--- src/rtl/psc_pkg.sv ---
// Shared types, constants and register indexes of the priority counting semaphore.
package psc_pkg;

  localparam int PSC_QUEUE_DEPTH = 16;
  localparam int PSC_TASK_COUNT  = 32;

  localparam int ID_W     = 5;
  localparam int PRIO_W   = 8;
  localparam int COUNT_W  = 8;
  localparam int CFG_IDX_W = 2;
  localparam int CFG_DATA_W = 8;

  localparam logic [CFG_IDX_W-1:0] REG_INITIAL_COUNT = CFG_IDX_W'(0);
  localparam logic [CFG_IDX_W-1:0] REG_MAX_COUNT     = CFG_IDX_W'(1);

  typedef enum logic [1:0] {
    ST_OK      = 2'd0,
    ST_QUEUED  = 2'd1,
    ST_REFUSED = 2'd2,
    ST_HANDED  = 2'd3
  } status_t;

  typedef struct packed {
    logic [ID_W-1:0]   id;
    logic [PRIO_W-1:0] prio;
  } entry_t;

  typedef struct packed {
    logic   insert;
    logic   pop;
    entry_t item;
  } ctrl_t;

endpackage

--- src/rtl/psc_req_if.sv ---
// Request channel: take and give operations.
interface psc_req_if
  import psc_pkg::*;
();
  logic              valid;
  logic              ready;
  logic              mode;
  logic [ID_W-1:0]   task_id;
  logic [PRIO_W-1:0] task_prio;
  logic              wait_req;

  modport source (output valid, output mode, output task_id, output task_prio,
                  output wait_req, input ready);
  modport sink   (input valid, input mode, input task_id, input task_prio,
                  input wait_req, output ready);
endinterface

--- src/rtl/psc_rsp_if.sv ---
// Response channel: status and woken task.
interface psc_rsp_if
  import psc_pkg::*;
();
  logic            valid;
  logic            ready;
  logic [1:0]      status;
  logic [ID_W-1:0] woken_task;

  modport source (output valid, output status, output woken_task, input ready);
  modport sink   (input valid, input status, input woken_task, output ready);
endinterface

--- src/rtl/psc_cell.sv ---
// One slot of the shift-register wait queue.
module psc_cell
  import psc_pkg::*;
(
  input  logic   clk,
  input  ctrl_t  ctrl,
  input  logic   occupied,
  input  logic   left_keep,
  input  entry_t left_item,
  input  entry_t right_item,
  output logic   keep,
  output entry_t item
);

  entry_t item_next;

  assign keep = occupied && (item.prio <= ctrl.item.prio);

  always_comb begin
    item_next = item;
    if (ctrl.insert) begin
      if (keep) begin
        item_next = item;
      end else if (left_keep) begin
        item_next = ctrl.item;
      end else begin
        item_next = left_item;
      end
    end else if (ctrl.pop) begin
      item_next = right_item;
    end
  end

  always_ff @(posedge clk) begin
    item <= item_next;
  end

endmodule

--- src/rtl/priority_counting_semaphore_top.sv ---
// Top level of the priority counting semaphore.
//
//  channel | direction | transfer moves
//  req     | in        | mode, task_id, task_prio, wait_req
//  rsp     | out       | status, woken_task
//  cfg     | in        | cfg_we, cfg_index, cfg_data (write only)
//
// One request per cycle unless a stalled response holds req; its response is registered and appears the cycle after.
// The queue is a row of QUEUE_DEPTH cells that insert or shift together.
// Reset (rst, synchronous) clears count, queue fill and blocked marks; no clearing pass.
// A stalled response holds; req accepts whenever the response register is empty or drains.
module priority_counting_semaphore_top
  import psc_pkg::*;
#(
  parameter int QUEUE_DEPTH = PSC_QUEUE_DEPTH,
  parameter int TASK_COUNT  = PSC_TASK_COUNT
) (
  input  logic                  clk,
  input  logic                  rst,
  psc_req_if.sink               req,
  psc_rsp_if.source             rsp,
  input  logic                  cfg_we,
  input  logic [CFG_IDX_W-1:0]  cfg_index,
  input  logic [CFG_DATA_W-1:0] cfg_data
);

  localparam int QW     = $clog2(QUEUE_DEPTH + 1);
  localparam int TIDX_W = (TASK_COUNT > 1) ? $clog2(TASK_COUNT) : 1;

  logic [COUNT_W-1:0]    max_count;
  logic [COUNT_W-1:0]    sem_count;
  logic [COUNT_W-1:0]    sem_count_next;
  logic [QW-1:0]         waiter_total;
  logic [QW-1:0]         waiter_total_next;
  logic [TASK_COUNT-1:0] blocked;
  logic [TASK_COUNT-1:0] blocked_next;
  logic                  out_valid;
  status_t               out_status;
  logic [ID_W-1:0]       out_woken;
  status_t               status_next;
  logic [ID_W-1:0]       woken_next;

  logic                  accept;
  logic                  id_ok;
  logic                  is_blocked;
  logic                  full;
  logic                  head_ok;
  ctrl_t                 ctrl;
  logic                  keep_vec [QUEUE_DEPTH];
  entry_t                items    [QUEUE_DEPTH];

  assign req.ready = !out_valid || rsp.ready;
  assign accept    = req.valid && req.ready;

  assign id_ok      = 32'(req.task_id) < 32'(TASK_COUNT);
  assign is_blocked = id_ok && blocked[TIDX_W'(req.task_id)];
  assign full       = waiter_total == QW'(QUEUE_DEPTH);
  assign head_ok    = 32'(items[0].id) < 32'(TASK_COUNT);

  always_comb begin
    sem_count_next    = sem_count;
    waiter_total_next = waiter_total;
    blocked_next      = blocked;
    status_next       = ST_REFUSED;
    woken_next        = '0;
    ctrl.insert       = 1'b0;
    ctrl.pop          = 1'b0;
    ctrl.item.id      = req.task_id;
    ctrl.item.prio    = req.task_prio;
    if (accept) begin
      if (!req.mode) begin
        if (sem_count != '0) begin
          sem_count_next = sem_count - COUNT_W'(1);
          status_next    = ST_OK;
        end else if (req.wait_req && id_ok && !is_blocked && !full) begin
          ctrl.insert                          = 1'b1;
          blocked_next[TIDX_W'(req.task_id)]   = 1'b1;
          waiter_total_next                    = waiter_total + QW'(1);
          status_next                          = ST_QUEUED;
        end
      end else begin
        if (waiter_total != '0) begin
          ctrl.pop          = 1'b1;
          waiter_total_next = waiter_total - QW'(1);
          woken_next        = items[0].id;
          status_next       = ST_HANDED;
          if (head_ok) begin
            blocked_next[TIDX_W'(items[0].id)] = 1'b0;
          end
        end else if (sem_count < max_count) begin
          sem_count_next = sem_count + COUNT_W'(1);
          status_next    = ST_OK;
        end
      end
    end
    if (cfg_we && cfg_index == REG_INITIAL_COUNT) begin
      sem_count_next = cfg_data;
    end
  end

  always_ff @(posedge clk) begin
    if (rst) begin
      max_count     <= COUNT_W'(1);
      sem_count     <= '0;
      waiter_total  <= '0;
      blocked       <= '0;
      out_valid     <= 1'b0;
    end else begin
      sem_count    <= sem_count_next;
      waiter_total <= waiter_total_next;
      blocked      <= blocked_next;
      if (cfg_we) begin
        unique case (cfg_index)
          REG_MAX_COUNT: begin
            max_count <= cfg_data;
          end
          default: begin
            max_count <= max_count;
          end
        endcase
      end
      if (accept) begin
        out_valid <= 1'b1;
      end else if (rsp.ready) begin
        out_valid <= 1'b0;
      end
    end
  end

  always_ff @(posedge clk) begin
    if (accept) begin
      out_status <= status_next;
      out_woken  <= woken_next;
    end
  end

  assign rsp.valid      = out_valid;
  assign rsp.status     = out_status;
  assign rsp.woken_task = out_woken;

  for (genvar i = 0; i < QUEUE_DEPTH; i++) begin : g_cell
    logic   occupied;
    logic   left_keep;
    entry_t left_item;
    entry_t right_item;

    assign occupied = waiter_total > QW'(i);

    if (i == 0) begin : g_first
      assign left_keep = 1'b1;
      assign left_item = ctrl.item;
    end else begin : g_rest
      assign left_keep = keep_vec[i-1];
      assign left_item = items[i-1];
    end

    if (i == QUEUE_DEPTH - 1) begin : g_last
      assign right_item = items[i];
    end else begin : g_inner
      assign right_item = items[i+1];
    end

    psc_cell u_cell (
      .clk        (clk),
      .ctrl       (ctrl),
      .occupied   (occupied),
      .left_keep  (left_keep),
      .left_item  (left_item),
      .right_item (right_item),
      .keep       (keep_vec[i]),
      .item       (items[i])
    );
  end

endmodule

--- src/flat_wrapper.sv ---
// flat-port wrapper written by rule: the top's interface ports become plain ports
module priority_counting_semaphore_top_flat import psc_pkg::*;
#(
  parameter int QUEUE_DEPTH = PSC_QUEUE_DEPTH,
  parameter int TASK_COUNT  = PSC_TASK_COUNT
)
  (clk, rst, cfg_we, cfg_index, cfg_data, req_valid, req_mode, req_task_id, req_task_prio, req_wait_req, req_ready, rsp_valid, rsp_status, rsp_woken_task, rsp_ready);
  psc_req_if req_i ();
  psc_rsp_if rsp_i ();
  input  logic clk;
  input  logic rst;
  input  logic cfg_we;
  input  logic [CFG_IDX_W-1:0] cfg_index;
  input  logic [CFG_DATA_W-1:0] cfg_data;
  input wire logic [$bits(req_i.valid)-1:0] req_valid;
  input wire logic [$bits(req_i.mode)-1:0] req_mode;
  input wire logic [$bits(req_i.task_id)-1:0] req_task_id;
  input wire logic [$bits(req_i.task_prio)-1:0] req_task_prio;
  input wire logic [$bits(req_i.wait_req)-1:0] req_wait_req;
  output wire logic [$bits(req_i.ready)-1:0] req_ready;
  output wire logic [$bits(rsp_i.valid)-1:0] rsp_valid;
  output wire logic [$bits(rsp_i.status)-1:0] rsp_status;
  output wire logic [$bits(rsp_i.woken_task)-1:0] rsp_woken_task;
  input wire logic [$bits(rsp_i.ready)-1:0] rsp_ready;
  assign req_i.valid = req_valid;
  assign req_i.mode = req_mode;
  assign req_i.task_id = req_task_id;
  assign req_i.task_prio = req_task_prio;
  assign req_i.wait_req = req_wait_req;
  assign req_ready = req_i.ready;
  assign rsp_valid = rsp_i.valid;
  assign rsp_status = rsp_i.status;
  assign rsp_woken_task = rsp_i.woken_task;
  assign rsp_i.ready = rsp_ready;
  priority_counting_semaphore_top #(.QUEUE_DEPTH(QUEUE_DEPTH), .TASK_COUNT(TASK_COUNT)) u_core (.clk(clk), .rst(rst), .req(req_i), .rsp(rsp_i), .cfg_we(cfg_we), .cfg_index(cfg_index), .cfg_data(cfg_data));
endmodule
--- config.mk ---
export PLATFORM = sky130hd
export DESIGN_NAME = priority_counting_semaphore_top_flat
export DESIGN_NICKNAME = d
export VERILOG_FILES = /design/src/rtl/psc_pkg.sv /design/src/rtl/psc_req_if.sv /design/src/rtl/psc_rsp_if.sv /design/src/rtl/psc_cell.sv /design/src/rtl/priority_counting_semaphore_top.sv /design/src/flat_wrapper.sv
export SDC_FILE = /design/constraint.sdc
export NUM_CORES = 1
export LEC_CHECK = 0
export BUFFER_PORTS_ARGS = -buffer_cell sky130_fd_sc_hd__buf_4
export CORE_ASPECT_RATIO = 2
export CORE_MARGIN = 2
export CORE_UTILIZATION = 30
export CTS_CLUSTER_DIAMETER = 200
export DETAILED_ROUTE_END_ITERATION = 16
export GPL_ROUTABILITY_DRIVEN = 0
export HOLD_SLACK_MARGIN = 0.03
export MAX_ROUTING_LAYER = met4
export RECOVER_POWER = 100
export SYNTH_ARGS = -nofsm -noshare
export SYNTH_HDL_FRONTEND = slang
export SYNTH_SLANG_ARGS = --single-unit
--- constraint.sdc ---
create_clock -name clk -period 4.6 [get_ports clk]
set_input_delay 0.92 -clock clk [delete_from_list [all_inputs] [get_ports clk]]
set_output_delay 0.92 -clock clk [all_outputs]
set_load 0.05 [all_outputs]
==> out/results.ini <==
[outcome]
outcome=finished with violations
violations=capacitance limit, slew limit

[yosys]
synth-seq-cells=269
synth_area_um2=17100
synth_edf_count=215
ys_seq_area_share_pct=44.0
ys_async_sr_fraction_pct=0
synth_top_cell_area_share_pct=37.7
synth_warnings=0
post-synth-top-count-cell=nand2_1
ys.flop_type=edfxtp_1
synth_area_leaders=edfxtp_1, mux2i_1, ha_1
syn_area_per_cell_um2=10.1
yosys.area.top_type=edfxtp_1
syn_nets=1867
yosysUniqueCellTypes=77
syn_inst=1689
netlist_top_cells_count=nand2_1, edfxtp_1, mux2i_1

[routing]
viasPerCell=5.63
drcViolationCount=0
dr.pass1.iters=8
drt_wl_total_um=56500
drt_iter0_markers=1061
ant_nets=0
wl_per_cell_um=22.9
dr_total_vias=13900

[global_routing]
grt_max_degree=68
grt_overflow=0
grt_pass1_wl_um=85700
grt_use_total_pct=19.3
grt_pass1_vias=14900
antenna_found_initial=0

[timing]
skew_ps=42.7
finalCriticalPeriod_ps=4100
rsz0062_at_grt=no
timing.hold.ws_ps=480
final.setup.worst_slack_ps=504
max_freq_mhz=244
setup_viol=0
slew_headroom_pct=-29.1
hold_violations=0
worst_pin_slew_ps=1940
timing.final.crit_share_pct=89.0
tns_ps=0
final_max_slew_viol_count=38

[power]
seqPwrFrac_pct=42.2
p_leak_nw=7.41
switching_share_pct=36.8
pwr-share-clk_pct=25.0
intPower_mw=5.45
powerDensity_nw_per_um2=454
peakVddDrop_v=0.000264
design_power_total_mw=8.62
p_switching_mw=3.17
comb_power_share_pct=32.8

[worst_setup_path]
start_kind=primary input
r2r_cells=7
r2r-end=u_core.g_cell[11].u_cell.item[9]
worstPathRequired_ps=4900
critical_path_arrival_ps=4390
rr_startpoint=u_core.waiter_total[4]
rrSetupSlack_ps=560
worstSetupPathType=primary input to flop
endpoint_kind=flop
crit_end=u_core.g_cell[6].u_cell.item[2]
crit_path_max_fanout=16
crit_start=req_task_prio[3]

[clock_tree]
clockBufferDepth=3
clock_latency_ps=590
clock_sinks=269
cts_tree=done
cts_inserted_buffers=26
cts_resized=0
cts_setup_buffers=0
clk_pin_slew_worst_paths_ps=70
cts_hold_buf=0
h-tree-depth=1
cts_root_buffer=clkbuf_16

[floorplan]
io-pin-count=39
fp-row-count=123
core_region_area_um2=56300
dieArea_um2=59100
start_util_pct=30.4
fp.dieH_um=342
die_w_um=173

[hold_path]
hold_path_class=flop to flop

[placement]
pre_cts_ws_ps=616
dp_hpwl_um=40900
dp_cells=2424
portBuffers=38

[final_layout]
num_antenna_cells=0
stdcell_count=2469
syn_to_final_growth_pct=10.9
final_layout_size_suffix_gt1_share_pct=8.09
nNetsFinal=1880

[flow_run]
maxCapViolCount=1

[power by group through the flow]
stage | combinational, mW | sequential, mW | clock (mW)
2_1_floorplan | 2.03 | 3.48 | 0
3_3_place_gp | 2.82 | 3.67 | 0
3_5_place_dp | 2.90 | 3.67 | 0
4_1_cts | 2.91 | 3.62 | 2.20
5_1_grt | 3.10 | 3.66 | 2.28
6_report | 2.83 | 3.64 | 2.16
[area by class of cell]
cell class / instances / area (µm²)
Timing Repair Buffer: 93 / 619
Fill cell: 5813 / 37300
Tap cell: 750 / 938
Inverter: 45 / 169
Clock inverter: 11 / 72.6
Sequential cell: 269 / 7540
Clock buffer: 34 / 747
Multi-Input combinational cell: 1267 / 8920
[flip-flops by register name, summed over array words and instances, names as in the netlist]
signal                     flops
u_core.blocked                32
u_core.g_cell.u_cell.item    208
u_core.max_count               8
u_core.rsp.status              2
u_core.rsp.valid               1
u_core.rsp.woken_task          5
u_core.sem_count               8
u_core.waiter_total            5
[routing by layer]
layer | part of all wire [%] | global-route usage (%)
met1 | 34 | 17.9
met2 | 53 | 35.6
met3 | 4.6 | 2.33
met4 | 8.8 | 15.5
met5 | 0 | -
[worst max-delay path, cell delays in order]
cell,delay (ps)
buf_4,200
inv_1,320
clkbuf_1,650
ha_1,370
nand4_1,90
or2_2,130
o211ai_1,80
o21ai_0,360
clkbuf_1,860
mux2i_1,290
o21ai_0,120
[through the flow]
stage	util [%]	area, µm²
4_1_cts	34.0	19100
3_5_place_dp	32.5	18300
2_1_floorplan	-	17100
3_3_place_gp	32.5	18300
6_report	33.7	19000
5_1_grt	33.7	19000
[cell families (layout without fill, tap and decap cells)]
kind of cell,after synthesis,in the layout,share of synthesized area (%)
and+or+nand+nor,441,441,12.0
adders and majority gates,148,148,10.9
xor gates and xnor gates,7,7,0.358
AOI/OAI and AO/OA,447,447,15.4
buffers and inverters,153,183,3.96
muxes,224,224,13.4
DFF,269,269,44.0
[worst min path at each step]
stage | depth (start not counted) | to | slack (ps) | startpoint
finish | 2 | u_core.blocked[23] | 480 | u_core.blocked[23]
CTS | 2 | u_core.blocked[23] | 480 | u_core.blocked[23]
global placement | 2 | u_core.max_count[0] | 460 | u_core.max_count[0]
floorplan | 2 | u_core.blocked[23] | 440 | u_core.blocked[23]
detailed placement | 2 | u_core.blocked[23] | 470 | u_core.blocked[23]
global route | 2 | u_core.blocked[23] | 490 | u_core.blocked[23]
[cell usage in the layout (no fill, tap or decap), drive strengths merged, types with 12 or more instances in the layout]
cell      n
mux2     20
nand4    25
nand2   232
ha      147
a31oi    26
clkbuf   67
edfxtp  215
and3     12
o21ai   230
nor2     72
o211ai   14
a211oi   25
inv      46
mux2i   202
dfxtp    54
buf      60
nor2b    17
nand3    17
nor3     21
nand2b   12
a21oi    75
o21a     12
No activity file was read; power rests on OpenSTA's default activity.
